--- src/tusa_pkg.sv ---
// Shared types and codes for the texture unit slot allocator.
// Used by texture_unit_slot_allocator; depends on nothing.
package tusa_pkg;

  // Command codes; any code with the high bit set clears the whole table.
  localparam logic [1:0] MODE_BIND   = 2'd0;
  localparam logic [1:0] MODE_UNBIND = 2'd1;

  // Result status codes.
  localparam logic [2:0] STAT_HIT      = 3'd0;
  localparam logic [2:0] STAT_FRESH    = 3'd1;
  localparam logic [2:0] STAT_RECYCLED = 3'd2;
  localparam logic [2:0] STAT_EVICTED  = 3'd3;
  localparam logic [2:0] STAT_DEAD     = 3'd4;
  localparam logic [2:0] STAT_RELEASED = 3'd5;
  localparam logic [2:0] STAT_EMPTY    = 3'd6;
  localparam logic [2:0] STAT_CLEARED  = 3'd7;

  // One command beat.
  typedef struct packed {
    logic [1:0]  mode;
    logic [31:0] tex_id;
    logic        tex_alive;
    logic [3:0]  slot_sel;
  } cmd_t;

  // One result beat.
  typedef struct packed {
    logic [3:0]  slot_out;
    logic [2:0]  status;
    logic [31:0] evicted_id;
    logic [4:0]  used_count;
  } result_t;

  // Sequencer states.
  typedef enum logic [1:0] {
    S_IDLE,
    S_SIMPLE,
    S_SCAN
  } state_t;

endpackage

--- src/tusa_id_match.sv ---
// Id table of the slot allocator with its shared compare unit.
// Walks the table one entry per cycle and reports the first busy slot that holds the key.
// Depends on no package items.
module tusa_id_match #(
  parameter int SLOT_COUNT = 16
) (
  input  logic                  clk,
  input  logic                  rst,
  input  logic                  scan_start,
  input  logic [31:0]           key,
  input  logic [SLOT_COUNT-1:0] busy_mask,
  input  logic                  wr_en,
  input  logic [((SLOT_COUNT > 1) ? $clog2(SLOT_COUNT) : 1)-1:0] wr_addr,
  input  logic [31:0]           wr_data,
  output logic                  scan_done,
  output logic                  hit,
  output logic [((SLOT_COUNT > 1) ? $clog2(SLOT_COUNT) : 1)-1:0] hit_slot,
  output logic [31:0]           slot0_id
);

  localparam int IW = (SLOT_COUNT > 1) ? $clog2(SLOT_COUNT) : 1;
  localparam int CW = $clog2(SLOT_COUNT + 1);

  logic [31:0]   id_mem [SLOT_COUNT];
  logic          active;
  logic [CW-1:0] issue_cnt;
  logic          rd_vld;
  logic [IW-1:0] rd_idx;
  logic [31:0]   rd_data;
  logic          match;

  // The compare unit looks at one registered table entry per cycle.
  assign match = rd_vld && busy_mask[rd_idx] && (rd_data == key);

  // Control: issue counter, read valid, hit flag and end of scan.
  always_ff @(posedge clk) begin
    if (rst) begin
      active    <= 1'b0;
      issue_cnt <= '0;
      rd_vld    <= 1'b0;
      scan_done <= 1'b0;
      hit       <= 1'b0;
    end else begin
      rd_vld    <= active;
      scan_done <= rd_vld && (rd_idx == IW'(SLOT_COUNT - 1));
      if (scan_start) begin
        active    <= 1'b1;
        issue_cnt <= '0;
        hit       <= 1'b0;
      end else begin
        if (active) begin
          issue_cnt <= issue_cnt + 1'b1;
          if (issue_cnt == CW'(SLOT_COUNT - 1)) begin
            active <= 1'b0;
          end
        end
        if (match && !hit) begin
          hit <= 1'b1;
        end
      end
    end
  end

  // Table memory: one write port, one registered read port.
  always_ff @(posedge clk) begin
    if (wr_en) begin
      id_mem[wr_addr] <= wr_data;
    end
    if (active) begin
      rd_data <= id_mem[issue_cnt[IW-1:0]];
      rd_idx  <= issue_cnt[IW-1:0];
    end
  end

  // Capture the first matching slot and the id held by slot 0.
  always_ff @(posedge clk) begin
    if (match && !hit) begin
      hit_slot <= rd_idx;
    end
    if (rd_vld && (rd_idx == '0)) begin
      slot0_id <= rd_data;
    end
  end

endmodule

--- src/texture_unit_slot_allocator.sv ---
// Texture unit slot allocator: maps texture ids onto SLOT_COUNT binding slots.
// Depends on tusa_pkg and tusa_id_match.
//
// Usage: a command beat is taken on a rising edge where start is high and busy
// is low. Each command produces exactly one result beat, shown on result for a
// single cycle with strobe high; the receiver cannot stall it, so it must take
// the beat in that cycle.
// Timing: unbind, clear and a bind of a dead texture pass through S_SIMPLE and
// give a registered result; busy is low again in the cycle the strobe is high.
// A bind of a live texture walks the id table through one shared comparator,
// one slot per cycle behind a registered memory read, and no new command is
// taken until its result is out; busy stays high for the whole walk.
// Reset (rst, synchronous) empties every slot, the free stack and all counts;
// the id table and free stack memories are not cleared, since an entry is only
// read after it has been written.
module texture_unit_slot_allocator #(
  parameter int SLOT_COUNT = 16
) (
  input  logic              clk,
  input  logic              rst,
  input  logic              start,
  input  tusa_pkg::cmd_t    cmd,
  output logic              busy,
  output logic              strobe,
  output tusa_pkg::result_t result
);

  localparam int IW = (SLOT_COUNT > 1) ? $clog2(SLOT_COUNT) : 1;
  localparam int CW = $clog2(SLOT_COUNT + 1);

  tusa_pkg::state_t  state, state_next;
  tusa_pkg::cmd_t    req;
  tusa_pkg::result_t result_next;

  logic [SLOT_COUNT-1:0] slot_busy, slot_busy_next;
  logic [CW-1:0]         free_depth, free_depth_next;
  logic [CW-1:0]         fresh_ptr, fresh_ptr_next;
  logic [CW-1:0]         busy_count, busy_count_next;

  logic [IW-1:0] fs_mem [SLOT_COUNT];
  logic [IW-1:0] fs_rd;
  logic          fs_we;
  logic [IW-1:0] fs_waddr;

  logic          accept;
  logic          bind_live;
  logic          scan_start;
  logic          scan_done;
  logic          hit;
  logic [IW-1:0] hit_slot;
  logic [31:0]   slot0_id;
  logic          id_we;
  logic [IW-1:0] alloc_slot;
  logic [IW-1:0] sel_idx;
  logic          sel_ok;
  logic          fire;

  assign busy       = (state != tusa_pkg::S_IDLE);
  assign accept     = start && !busy;
  assign bind_live  = (cmd.mode == tusa_pkg::MODE_BIND) && cmd.tex_alive;
  assign scan_start = accept && bind_live;
  assign sel_idx    = IW'(req.slot_sel);
  assign sel_ok     = (32'(req.slot_sel) < SLOT_COUNT) && slot_busy[sel_idx];
  assign fs_waddr   = free_depth[IW-1:0];

  // Id table and the shared comparator that walks it.
  tusa_id_match #(
    .SLOT_COUNT(SLOT_COUNT)
  ) u_match (
    .clk       (clk),
    .rst       (rst),
    .scan_start(scan_start),
    .key       (req.tex_id),
    .busy_mask (slot_busy),
    .wr_en     (id_we),
    .wr_addr   (alloc_slot),
    .wr_data   (req.tex_id),
    .scan_done (scan_done),
    .hit       (hit),
    .hit_slot  (hit_slot),
    .slot0_id  (slot0_id)
  );

  // State register.
  always_ff @(posedge clk) begin
    if (rst) begin
      state <= tusa_pkg::S_IDLE;
    end else begin
      state <= state_next;
    end
  end

  // Next state and the update of slot bookkeeping for the finishing command.
  always_comb begin
    state_next      = state;
    slot_busy_next  = slot_busy;
    free_depth_next = free_depth;
    fresh_ptr_next  = fresh_ptr;
    busy_count_next = busy_count;
    result_next     = '0;
    fire            = 1'b0;
    fs_we           = 1'b0;
    id_we           = 1'b0;
    alloc_slot      = '0;
    unique case (state)
      tusa_pkg::S_IDLE: begin
        if (start) begin
          state_next = bind_live ? tusa_pkg::S_SCAN : tusa_pkg::S_SIMPLE;
        end
      end
      tusa_pkg::S_SIMPLE: begin
        state_next = tusa_pkg::S_IDLE;
        fire       = 1'b1;
        if (req.mode == tusa_pkg::MODE_BIND) begin
          result_next.status = tusa_pkg::STAT_DEAD;
        end else if (req.mode == tusa_pkg::MODE_UNBIND) begin
          if (sel_ok) begin
            slot_busy_next[sel_idx] = 1'b0;
            if (busy_count != '0) begin
              busy_count_next = busy_count - 1'b1;
            end
            if (free_depth < CW'(SLOT_COUNT)) begin
              fs_we           = 1'b1;
              free_depth_next = free_depth + 1'b1;
            end
            result_next.status = tusa_pkg::STAT_RELEASED;
          end else begin
            result_next.status = tusa_pkg::STAT_EMPTY;
          end
        end else begin
          slot_busy_next     = '0;
          free_depth_next    = '0;
          fresh_ptr_next     = '0;
          busy_count_next    = '0;
          result_next.status = tusa_pkg::STAT_CLEARED;
        end
      end
      tusa_pkg::S_SCAN: begin
        if (scan_done) begin
          state_next = tusa_pkg::S_IDLE;
          fire       = 1'b1;
          if (hit) begin
            alloc_slot         = hit_slot;
            result_next.status = tusa_pkg::STAT_HIT;
          end else if ((free_depth == '0) && (fresh_ptr >= CW'(SLOT_COUNT))) begin
            // Every slot is taken: slot 0 is handed over to the new id.
            id_we                  = 1'b1;
            alloc_slot             = '0;
            result_next.status     = tusa_pkg::STAT_EVICTED;
            result_next.evicted_id = slot0_id;
          end else if (free_depth != '0) begin
            id_we                       = 1'b1;
            alloc_slot                  = (32'(fs_rd) < SLOT_COUNT) ? fs_rd : '0;
            free_depth_next             = free_depth - 1'b1;
            slot_busy_next[alloc_slot]  = 1'b1;
            busy_count_next             = busy_count + 1'b1;
            result_next.status          = tusa_pkg::STAT_RECYCLED;
          end else begin
            id_we                       = 1'b1;
            alloc_slot                  = IW'(fresh_ptr);
            fresh_ptr_next              = fresh_ptr + 1'b1;
            slot_busy_next[alloc_slot]  = 1'b1;
            busy_count_next             = busy_count + 1'b1;
            result_next.status          = tusa_pkg::STAT_FRESH;
          end
          result_next.slot_out = 4'(alloc_slot);
        end
      end
      default: begin
        state_next = tusa_pkg::S_IDLE;
      end
    endcase
    result_next.used_count = 5'(busy_count_next);
  end

  // Slot bookkeeping and the result strobe.
  always_ff @(posedge clk) begin
    if (rst) begin
      slot_busy  <= '0;
      free_depth <= '0;
      fresh_ptr  <= '0;
      busy_count <= '0;
      strobe     <= 1'b0;
    end else begin
      slot_busy  <= slot_busy_next;
      free_depth <= free_depth_next;
      fresh_ptr  <= fresh_ptr_next;
      busy_count <= busy_count_next;
      strobe     <= fire;
    end
  end

  // Command and result payload registers.
  always_ff @(posedge clk) begin
    if (accept) begin
      req <= cmd;
    end
    if (fire) begin
      result <= result_next;
    end
  end

  // Free stack memory: push at the depth, registered read of the top entry.
  always_ff @(posedge clk) begin
    if (fs_we) begin
      fs_mem[fs_waddr] <= sel_idx;
    end
    fs_rd <= fs_mem[IW'(free_depth - 1'b1)];
  end

`ifndef SYNTH
  // The occupied count always agrees with the occupied flags.
  assert property (@(posedge clk) disable iff (rst)
    32'(busy_count) == $countones(slot_busy))
    else $error("busy_count does not match the occupied flags");

  // Every slot ever handed out is either occupied or on the free stack.
  assert property (@(posedge clk) disable iff (rst)
    (32'(busy_count) + 32'(free_depth)) == 32'(fresh_ptr))
    else $error("slot accounting lost a slot");

  // An accepted command always makes the block busy in the next cycle.
  assert property (@(posedge clk) disable iff (rst)
    accept |=> busy)
    else $error("command accepted without going busy");

  // A result beat only follows a cycle in which a command was in progress.
  assert property (@(posedge clk) disable iff (rst)
    strobe |-> $past(busy))
    else $error("result beat without a command in progress");
`endif

endmodule
--- config.mk ---
export PLATFORM = sky130hd
export DESIGN_NAME = texture_unit_slot_allocator
export DESIGN_NICKNAME = d
export VERILOG_FILES = /design/src/tusa_pkg.sv /design/src/tusa_id_match.sv /design/src/texture_unit_slot_allocator.sv
export SDC_FILE = /design/constraint.sdc
export NUM_CORES = 1
export LEC_CHECK = 0
export BUFFER_PORTS_ARGS = -buffer_cell sky130_fd_sc_hd__buf_2
export CAP_MARGIN = 20
export CORE_MARGIN = 2
export CORE_UTILIZATION = 55
export DETAILED_ROUTE_END_ITERATION = 6
export GPL_ROUTABILITY_DRIVEN = 1
export PLACE_DENSITY = 0.72
export SLEW_MARGIN = 20
export SYNTH_ARGS = -nofsm -noshare
export SYNTH_HDL_FRONTEND = slang
export SYNTH_HIERARCHICAL = 1
export SYNTH_SLANG_ARGS = --single-unit
--- constraint.sdc ---
create_clock -name clk -period 15.7 [get_ports clk]
set_input_delay 0.785 -clock clk [delete_from_list [all_inputs] [get_ports clk]]
set_output_delay 0.785 -clock clk [all_outputs]
set_load 0.05 [all_outputs]
=== Word-level counts from Yosys, hierarchy flattened ===
Memories as Yosys holds them, arrays and structs flattened. A register that Yosys moved wholly into a read port is not among the register bits.
Index checks and enable logic that the tools add are counted.

* Register bits after elaboration: 165
* Bits in writable memories: 576
* Input bits: 42
* Output and inout port bits: 46
* Word-level logic and storage cells: 169
* Memories: 2

{| class="wikitable"
|+ Memory list
! name !! words !! width !! read ports !! clocked after Yosys merged registers in !! write ports !! RTL line !! RTL
|-
| u_match.id_mem || 16 || 32 || 1 || 1 || 1 || tusa_id_match.sv:24 || <nowiki>logic [31:0] id_mem [SLOT_COUNT];</nowiki>
|-
| fs_mem || 16 || 4 || 1 || 1 || 1 || texture_unit_slot_allocator.sv:40 || <nowiki>logic [IW-1:0] fs_mem [SLOT_COUNT];</nowiki>
|}

* $add $sub $neg: 6
* Magnitude comparators: 9
* Equality and inequality tests: 16
* Multiplexer cells: 78
* Bitwise logic cells: 7
* Reduce and logical (&&, ||, !) cells: 30

{| class="wikitable"
|+ Operator list
! operator !! number
|-
| two-way mux 16 bit || 7
|-
| two-way mux 5 bit || 21
|-
| two-way mux 32 bit || 2
|-
| two-way mux 35 bit || 1
|-
| equality test 32 bit || 1
|-
| bitwise OR 16 bit || 2
|-
| one-hot mux 16 bit (2 select lines) || 1
|-
| one-hot mux 5 bit (2 select lines) || 3
|-
| two-way mux 1 bit || 21
|-
| adder 5 x 1 -> 5 bit, second input constant || 4
|-
| < comparator 4 x 5 -> 1 bit, second input constant || 4
|-
| two-way mux 4 bit || 5
|-
| AND 16 bit || 1
|-
| NOT 16 bit || 1
|-
| two-way mux 2 bit || 7
|-
| inequality test 2 bit, second input constant || 7
|-
| demux 1 bit (select 4 bit) || 3
|-
| greater-or-equal comparator 4 x 1 -> 1 bit, second input constant || 3
|-
| logical AND 1 bit || 12
|-
| nonzero test 5 bit || 2
|-
| subtractor 5 x 1 -> 5 bit, second input constant || 2
|-
| binary-select mux 1 bit (select 4 bit) || 2
|-
| AND reduction 8 bit || 1
|-
| AND reduction 7 bit || 1
|-
| 22 further kinds || 32
|}

=== Depth between registers and ports, before layout ===
Gate-level depths: netlist of run 1.

* Depth in word-level cells: 10
* Depth in mapped cells: 11
* Gate-level depth less buffers: 9

=== Modules after synthesis ===
The synthesis of run 1 kept the hierarchy.

{| class="wikitable"
|+ Modules (own cells, without submodules)
! module !! times used !! cells each !! area an instance (um^2) !! seq. area each (um^2)
|-
| tusa_id_match || 1 || 894 || 22326.4 || 17717.0
|-
| texture_unit_slot_allocator || 1 || 633 || 8300.5 || 5144.9
|}

=== Worst setup path before layout of run 1 ===
No wires, ideal clock.

* Kind: reg-to-reg
* From: reg free_depth[0]
* To: mem u_match.id_mem[0][0] (enable)
* Library setup time: 461 ps
* Arrival: 4747 ps
* Data required time: 15239 ps
* Slack: 10492 ps
* Cell stages (with the launch flop): 12
* Buffers on the path: 2
* Clock period less this slack: 5208 ps
* Cell sequence: dfxtp_1 -> clkbuf_1 -> inv_1 -> ha_1 -> or4b_4 -> clkbuf_1 -> nand2_1 -> a21oi_1 -> a21oi_1 -> nor2_1 -> or3b_2 -> nor3_1

* Cells in the longest elaborated chain, start to end: 6

{| class="wikitable"
|+ RTL lines
! item !! RTL line !! RTL
|-
| start, declared || texture_unit_slot_allocator.sv:36 || <nowiki>logic [CW-1:0] free_depth, free_depth_next;</nowiki>
|-
| start signal, assigned || texture_unit_slot_allocator.sv:186 || <nowiki>free_depth <= free_depth_next;</nowiki>
|-
| nonzero test 5 bit / logical NOT 5 bit (equally long branches) || texture_unit_slot_allocator.sv:151, texture_unit_slot_allocator.sv:145 ||
|-
| two-way mux 4 bit / logical AND 1 bit (equally long branches) || texture_unit_slot_allocator.sv:151, texture_unit_slot_allocator.sv:145 ||
|-
| two-way mux 4 bit (*) || texture_unit_slot_allocator.sv:145 || <nowiki>end else if ((free_depth == '0) && (fresh_ptr >= CW'(SLOT_COUNT))) begin</nowiki>
|-
| two-way mux 4 bit (*) || texture_unit_slot_allocator.sv:142 || <nowiki>if (hit) begin</nowiki>
|-
| two-way mux 4 bit (*) || texture_unit_slot_allocator.sv:139 || <nowiki>if (scan_done) begin</nowiki>
|-
| two-way mux 4 bit (*) || texture_unit_slot_allocator.sv:105 || <nowiki>unique case (state)</nowiki>
|-
| net alloc_slot[2] || texture_unit_slot_allocator.sv:53 || <nowiki>logic [IW-1:0] alloc_slot;</nowiki>
|-
| end, declared || tusa_id_match.sv:24 ||
|}

The timed path passes the listed nets; every way through them passes the cells marked *.

=== Final worst setup path of run 1 ===
* From: reg free_depth[1]
* To: mem u_match.id_mem[7][3] (enable)

The elaborated chain is that of the path after synthesis.

==> results of run 1 <==
[cell type report]
class                      instances  area share, %
sequential                       777           66.0
multi-input combinational        631           21.1
clock buffer                      91           5.86
tap                              748           2.70
timing repair buffer             124           2.20
clock inverter                    50           1.68
inverter                          35          0.379
[stage by stage]
step | cell area, sq um | utilization, % | std cells | hold slack (ns) | total power [mW]
floorplan | 30600 | - | 1527 | 0.403 | 2.47
global placement | 31900 | 58.0 | 2311 | 0.455 | 2.52
detailed placement | 32000 | 58.1 | 2313 | 0.458 | 2.53
CTS | 34600 | 62.8 | 2454 | 0.301 | 4.41
global route | 34600 | 62.9 | 2456 | 0.318 | 4.51
finish | 34600 | 62.9 | 2456 | 0.333 | 4.39
[registers in the layout, indices dropped and copies added, names as in the netlist, 4 cells and up]
signal and flops:
fresh_ptr 5, u_match/rd_data 32, u_match/id_mem 512, sel_idx 4, u_match/hit_slot 4, result 44, busy_count 5, fs_rd 4
req 34, u_match/slot0_id 32, u_match/rd_idx 4, u_match/issue_cnt 5, slot_busy 16, fs_mem 64, free_depth 5
[kinds of logic after synthesis]
group / after synthesis / synth area share (%)
AOI/OAI and AO/OA: 141 / 3.45
xor gates and xnor gates: 39 / 1.12
adders and majority gates: 16 / 0.654
buffers and inverters: 119 / 1.85
DFF: 777 / 74.6
muxes: 198 / 14.0
and+or+nand+nor: 237 / 4.29
[power by group through the flow]
stage          combinational, mW  sequential [mW]  clock (mW)
3_5_place_dp               0.157             2.37           0
5_1_grt                    0.171             2.33        2.00
4_1_cts                    0.158             2.33        1.93
6_report                   0.160             2.33        1.90
3_3_place_gp               0.154             2.37           0
2_1_floorplan              0.113             2.36           0
[final timing paths]
path                          endpoint  depth (start not counted)  slack, ns
setup / recovery  u_match/id_mem[7][3]                         10      11.46
setup reg to reg  u_match/id_mem[7][3]                         10      11.46
hold / removal                 req[21]                          1       0.33
hold reg to reg    u_match/slot0_id[0]                          0       0.46
[Yosys cell counts, types with 3 or more instances]
cell type,n
o32ai_1,16
a221oi_1,8
or3_1,7
nand3_1,14
o21a_1,3
clkbuf_1,47
and4b_1,4
nand3b_1,5
nor4_1,9
edfxtp_1,730
nand2_1,30
buf_1,12
o221ai_1,4
mux4_2,184
dfxtp_1,47
a32oi_1,5
buf_6,14
a211oi_1,15
nor3b_1,7
ha_1,16
nor2_1,58
nor2b_1,13
xor2_1,31
a41oi_1,4
a22oi_1,12
and2_1,37
inv_1,34
xnor2_1,8
and4_1,6
a21oi_1,34
mux2i_1,13
buf_2,11
nand2b_1,6
a31oi_1,6
o21ai_0,7
nor3_1,17
nand4_1,7
and3_1,6
[layer usage]
| metal | GRT usage [%] | routed length (um) | vias up |
|---|---|---|---|
| met5 | 0 | 0 | - |
| met4 | 6.68 | 1340 | 0 |
| met3 | 3.92 | 5300 | 95 |
| met2 | 37.9 | 32400 | 700 |
| met1 | 37.1 | 29300 | 8159 |
| li1 | - | - | 6548 |
[cell usage in the layout, fill, tap and decap left out, types with 10 or more instances in the layout]
| master | n |
|---|---|
| a211oi_1 | 15 |
| a21oi_1 | 34 |
| a22oi_1 | 12 |
| and2_1 | 36 |
| buf_2 | 87 |
| buf_4 | 33 |
| bufinv_16 | 12 |
| clkbuf_1 | 10 |
| clkbuf_16 | 78 |
| clkinv_1 | 20 |
| dfxtp_1 | 42 |
| edfxtp_1 | 730 |
| ha_1 | 16 |
| inv_1 | 33 |
| mux2i_1 | 13 |
| mux4_2 | 184 |
| nand2_1 | 30 |
| nand3_1 | 14 |
| nor2_1 | 45 |
| nor2_4 | 13 |
| nor2b_1 | 13 |
| nor3_1 | 13 |
| o32ai_1 | 16 |
| xor2_1 | 31 |
[critical path, cell delays in order, from the launching register on]
cell	delay (ns)
dfxtp_1	0.38
inv_1	0.17
ha_1	0.25
or4b_4	0.60
or3_1	0.34
a21oi_1	0.15
a21oi_1	0.07
nor2_1	0.47
nand2_1	0.39
nor2_4	0.64
buf_4	0.44
==> impl_metrics.py, run 1 <==
metrics = {
    "pwr": {
        "switchingPower_mw": 0.915,
        "p_leak_nw": 10.9,
        "cellInternalPower_mw": 3.47,
        "power_density_mw_per_mm2": 127,
        "ir_worst_vdd_mv": 0.109,
        "swShare_pct": 20.9,
        "sequentialPowerShare_pct": 53.0,
        "pwr-share-comb_pct": 3.6,
        "p_clk_share_pct": 43.3,
    },
    "timing": {
        "slew_headroom_pct": 27.6,
        "timing.fmax_ghz": 0.236,
        "rsz0062_at_grt": "false",
        "hold_viol": 0,
        "layout_setup_ws_ns": 11.46,
        "finalCritPeriodShare_pct": 27.0,
        "timing.final.max_slew_violations": 0,
        "setup_viol": 0,
        "period_minus_slack_ns": 4.24,
        "fin_skew_ns": 0.0233,
        "tns_ns": 0,
        "tightest_slew_ns": 1.07,
    },
    "global_routing": {
        "grt_pass1_wl_um": 102000,
        "first_global_vias": 15335,
        "grt_max_degree": 54,
        "overflow": 0,
        "track_usage_pct": 24.6,
        "antenna_found_initial": 1,
    },
    "floorplanning": {
        "fp.dieH_um": 240,
        "start_util_pct": 55.6,
        "dieArea_sq_mm": 0.0576,
        "ios": 88,
        "rows": 86,
        "fp.coreArea_sq_mm": 0.0551,
        "die_x_um": 240,
    },
    "clock_network": {
        "clock_latency_ns": 0.62,
        "cts_buffers": 77,
        "post_cts_resized": 0,
        "cts-root-buf": "clkbuf_16",
        "cts_sinks": 777,
        "hold_buffers": 0,
        "tritoncts": "done",
        "cts_max_path_buffers": 3,
        "clk_pin_slew_ns": 0.06,
        "postCtsSetupBuffers": 0,
        "htreeDepth": 3,
    },
    "layout": {
        "antenna_cells": 0,
        "synthToLayoutAreaGrowth_pct": 13.1,
        "final_nets": 1704,
        "drive_above_1_share_pct": 26.7,
        "regArea_sq_mm": 0.0229,
        "fillers": 3749,
        "multi_input_area_sq_mm": 0.00732,
    },
    "setup_path": {
        "worstSetupStartpoint": "free_depth[1]",
        "worstSetupPathType": "reg2reg",
        "cp_max_fo": 18,
        "r2r-start": "free_depth[1]",
        "start_kind": "register",
        "end_kind": "register",
        "cp_data_required_time_ns": 15.97,
        "cp.arrival_ns": 4.51,
    },
    "place": {
        "pre_cts_ws_ns": 11.53,
        "place.gp.congestion": 0.839,
        "io_buffers": 87,
        "hpwl_um": 39000,
    },
    "logic_synthesis": {
        "avgSynthCellArea_sq_um": 20.1,
        "synth_area_leaders": "edfxtp_1 72%, mux4_2 14%, dfxtp_1 3.1%",
        "yosysUniqueCellTypes": 69,
        "yosysTopAreaCellShare_pct": 71.6,
        "synthCells": 1527,
        "seq_area_frac_synth_pct": 74.6,
        "async_flop_share_pct": 0,
        "synth_nets": 1585,
        "synth_top_cell_by_area": "edfxtp_1",
        "synth-edff-count": 730,
        "yosysWarnings": 6,
        "synth_ff_type": "edfxtp_1",
        "synth.cell_area_sq_mm": 0.0306,
        "ys_ff_latch": 777,
    },
    "worst_hold_path": {
        "hp-start": "cmd[21]",
        "min_path_type": "in2reg",
    },
    "detailed_routing": {
        "vias": 15502,
        "drt-total-wl_um": 68300,
        "viasPerCell": 6.31,
        "drc": 0,
        "wl_per_cell_um": 27.8,
        "ant_nets": 0,
        "drt-pass1-iter-count": 7,
        "initialDrtViolationCount": 1853,
    },
    "run": {
        "drv_cap": 0,
    },
    "run_status": {
        "outcome": "completed",
    },
}
Power figures use the tool's default switching activity.
==> run 2, diff against run 1 <==
Clock period 15.7 ns to 4.3 ns, I/O delays scaled along.
==> impl_metrics.py, run 2 (synthesis gave the netlist of run 1 again) <==
metrics = {
    "setup_path": {
        "worstSetupPathType": "reg2reg",
        "reg2reg_to": "u_match/id_mem[13][19]",
        "start_kind": "register",
        "cp_max_fo": 23,
        "worst_path_largest_cell_delay_ns": 0.60,
        "cpMostUsedCell": "a21oi_1",
        "cp.arrival_ns": 4.37,
        "ff2ff_path_depth": 11,
        "cp_data_required_time_ns": 4.61,
        "end_kind": "register",
        "rrSetupSlack_ns": 0.24,
        "cp_slowest_cell": "or4b_4",
        "r2r-start": "free_depth[1]",
        "path_cells": "inv_1, ha_1, or4b_4, or3_1, a21oi_1, a21oi_1, nor2_1, buf_4, nand2b_1, nor2_4, buf_12",
    },
    "timing": {
        "finalCritPeriodShare_pct": 94.3,
        "period_minus_slack_ns": 4.06,
        "layout_setup_ws_ns": 0.244,
        "tightest_slew_ns": 1.14,
        "rsz0062_at_grt": "false",
        "fin_skew_ns": 0.0190,
        "setup_viol": 0,
        "timing.fmax_ghz": 0.247,
        "hold_viol": 0,
        "timing.final.max_slew_violations": 0,
        "slew_headroom_pct": 22.6,
    },
    "place": {
        "hpwl_um": 40800,
        "place.gp.congestion": 0.867,
        "placed_area_sq_mm": 0.0323,
        "io_buffers": 87,
        "pre_cts_ws_ns": 0.311,
    },
    "global_routing": {
        "track_usage_pct": 24.2,
        "overflow": 0,
        "first_global_vias": 15604,
        "grt_max_degree": 69,
        "antenna_found_initial": 2,
        "grt_pass1_wl_um": 101000,
    },
    "layout": {
        "synthToLayoutAreaGrowth_pct": 14.8,
        "final_nets": 1762,
        "layout.cells.most_common": "edfxtp_1",
        "top_register": "u_match/id_mem",
        "fin_area_sq_mm": 0.0352,
        "layout_common_cells": "730 x edfxtp_1, 184 x mux4_2, 87 x buf_2",
        "largest_register_ffs": 512,
        "top_regs": "u_match/id_mem: 512 flops, fs_mem: 64 flops, result: 44 flops",
        "drive_above_1_share_pct": 26.5,
    },
    "detailed_routing": {
        "initialDrtViolationCount": 1826,
        "viasPerCell": 6.20,
        "ant_nets": 0,
        "drt-pass1-iter-count": 6,
        "wl_met1_um": 27500,
        "wl_per_cell_um": 26.9,
        "vias": 15586,
        "route.met2.wl_um": 33100,
        "dr_wl_met3_um": 5600,
        "drc": 0,
        "top_layer": "met4",
        "drt-total-wl_um": 67700,
    },
    "pwr": {
        "pwr-share-comb_pct": 4.0,
        "p_clk_share_pct": 41.9,
        "sequentialPowerShare_pct": 54.1,
        "switchingPower_mw": 3.26,
        "ir_worst_vdd_mv": 0.418,
        "swShare_pct": 20.7,
        "p_leak_nw": 11.1,
        "power_density_mw_per_mm2": 447,
        "cellInternalPower_mw": 12.5,
    },
    "worst_hold_path": {
        "min_to": "state[1]",
        "min_path_type": "in2reg",
        "hold_depth": 4,
        "hp-start": "start",
    },
    "clock_network": {
        "cts-root-buf": "clkbuf_16",
        "tritoncts": "done",
        "htreeDepth": 3,
        "clock_latency_ns": 0.63,
        "postCtsSetupBuffers": 0,
        "cts_sinks": 777,
        "clk_pin_slew_ns": 0.06,
        "cts_max_path_buffers": 3,
        "cts_buffers": 78,
    },
    "floorplanning": {
        "die_x_um": 240,
        "fp.dieH_um": 240,
        "ios": 88,
        "start_util_pct": 55.6,
        "rows": 86,
        "fp.coreArea_sq_mm": 0.0551,
        "dieArea_sq_mm": 0.0576,
    },
    "run": {
        "drv_cap": 0,
    },
    "run_status": {
        "outcome": "completed",
    },
}
-- run 2: through the flow --
step           hold WS, ns  setup TNS, ns  util (%)  std cells  power (mW)
2_1_floorplan        0.287          -7.61         -       1527        9.02
3_3_place_gp         0.391              0      58.6       2333        9.24
3_5_place_dp         0.393              0      58.6       2333        9.26
4_1_cts             0.0189              0      63.8       2514        15.8
5_1_grt              0.100              0      63.8       2515        16.2
6_report            0.0541              0      63.8       2515        15.7
-- run 2: power groups by stage --
stage	logic, mW	clock network (mW)	registers, mW
after global routing	0.671	6.99	8.51
after floorplan	0.413	0	8.60
after detailed placement	0.595	0	8.66
after global placement	0.588	0	8.65
final	0.626	6.59	8.50
after CTS	0.625	6.70	8.50
-- run 2: critical path, delay by kind of cell (launching register included) --
| family | cells | cell delay (ns) |
|---|---|---|
| AND/OR/NAND/NOR | 5 | 2.15 |
| AO/OA/AOI/OAI | 2 | 0.25 |
| adder cells (fa/ha/maj) | 1 | 0.28 |
| flip-flops | 1 | 0.37 |
| buffers and inverters | 3 | 0.66 |
-- run 2: what timing repair did --
action	CTS	global route
hold buffers	39	0
resized for setup	0	0
hold endpoints to repair	40	0
-- run 2: layout make-up --
type                            instances  area [sq um]
Multi-Input combinational cell        631          7340
Tap cell                              748           936
Clock inverter                         38           363
Clock buffer                          104          2130
Inverter                               35           131
Timing Repair Buffer                  181          1380
Antenna cell                            1          2.50
Fill cell                            3727         19900
Sequential cell                       777         22900
-- run 2: layer usage --
metal,up-vias,track usage (%)
met3,88,4.05
met4,0,7.57
li1,6648,-
met5,-,0
met2,707,38.7
met1,8143,34.7
-- run 2: worst max-delay path by stage --
stage,start,to
2_1_floorplan,free_depth[0],u_match/id_mem[1][0]
3_3_place_gp,free_depth[1],u_match/id_mem[7][10]
3_5_place_dp,free_depth[1],u_match/id_mem[13][17]
4_1_cts,free_depth[1],u_match/id_mem[13][19]
5_1_grt,free_depth[1],u_match/id_mem[13][19]
6_report,free_depth[1],u_match/id_mem[13][19]
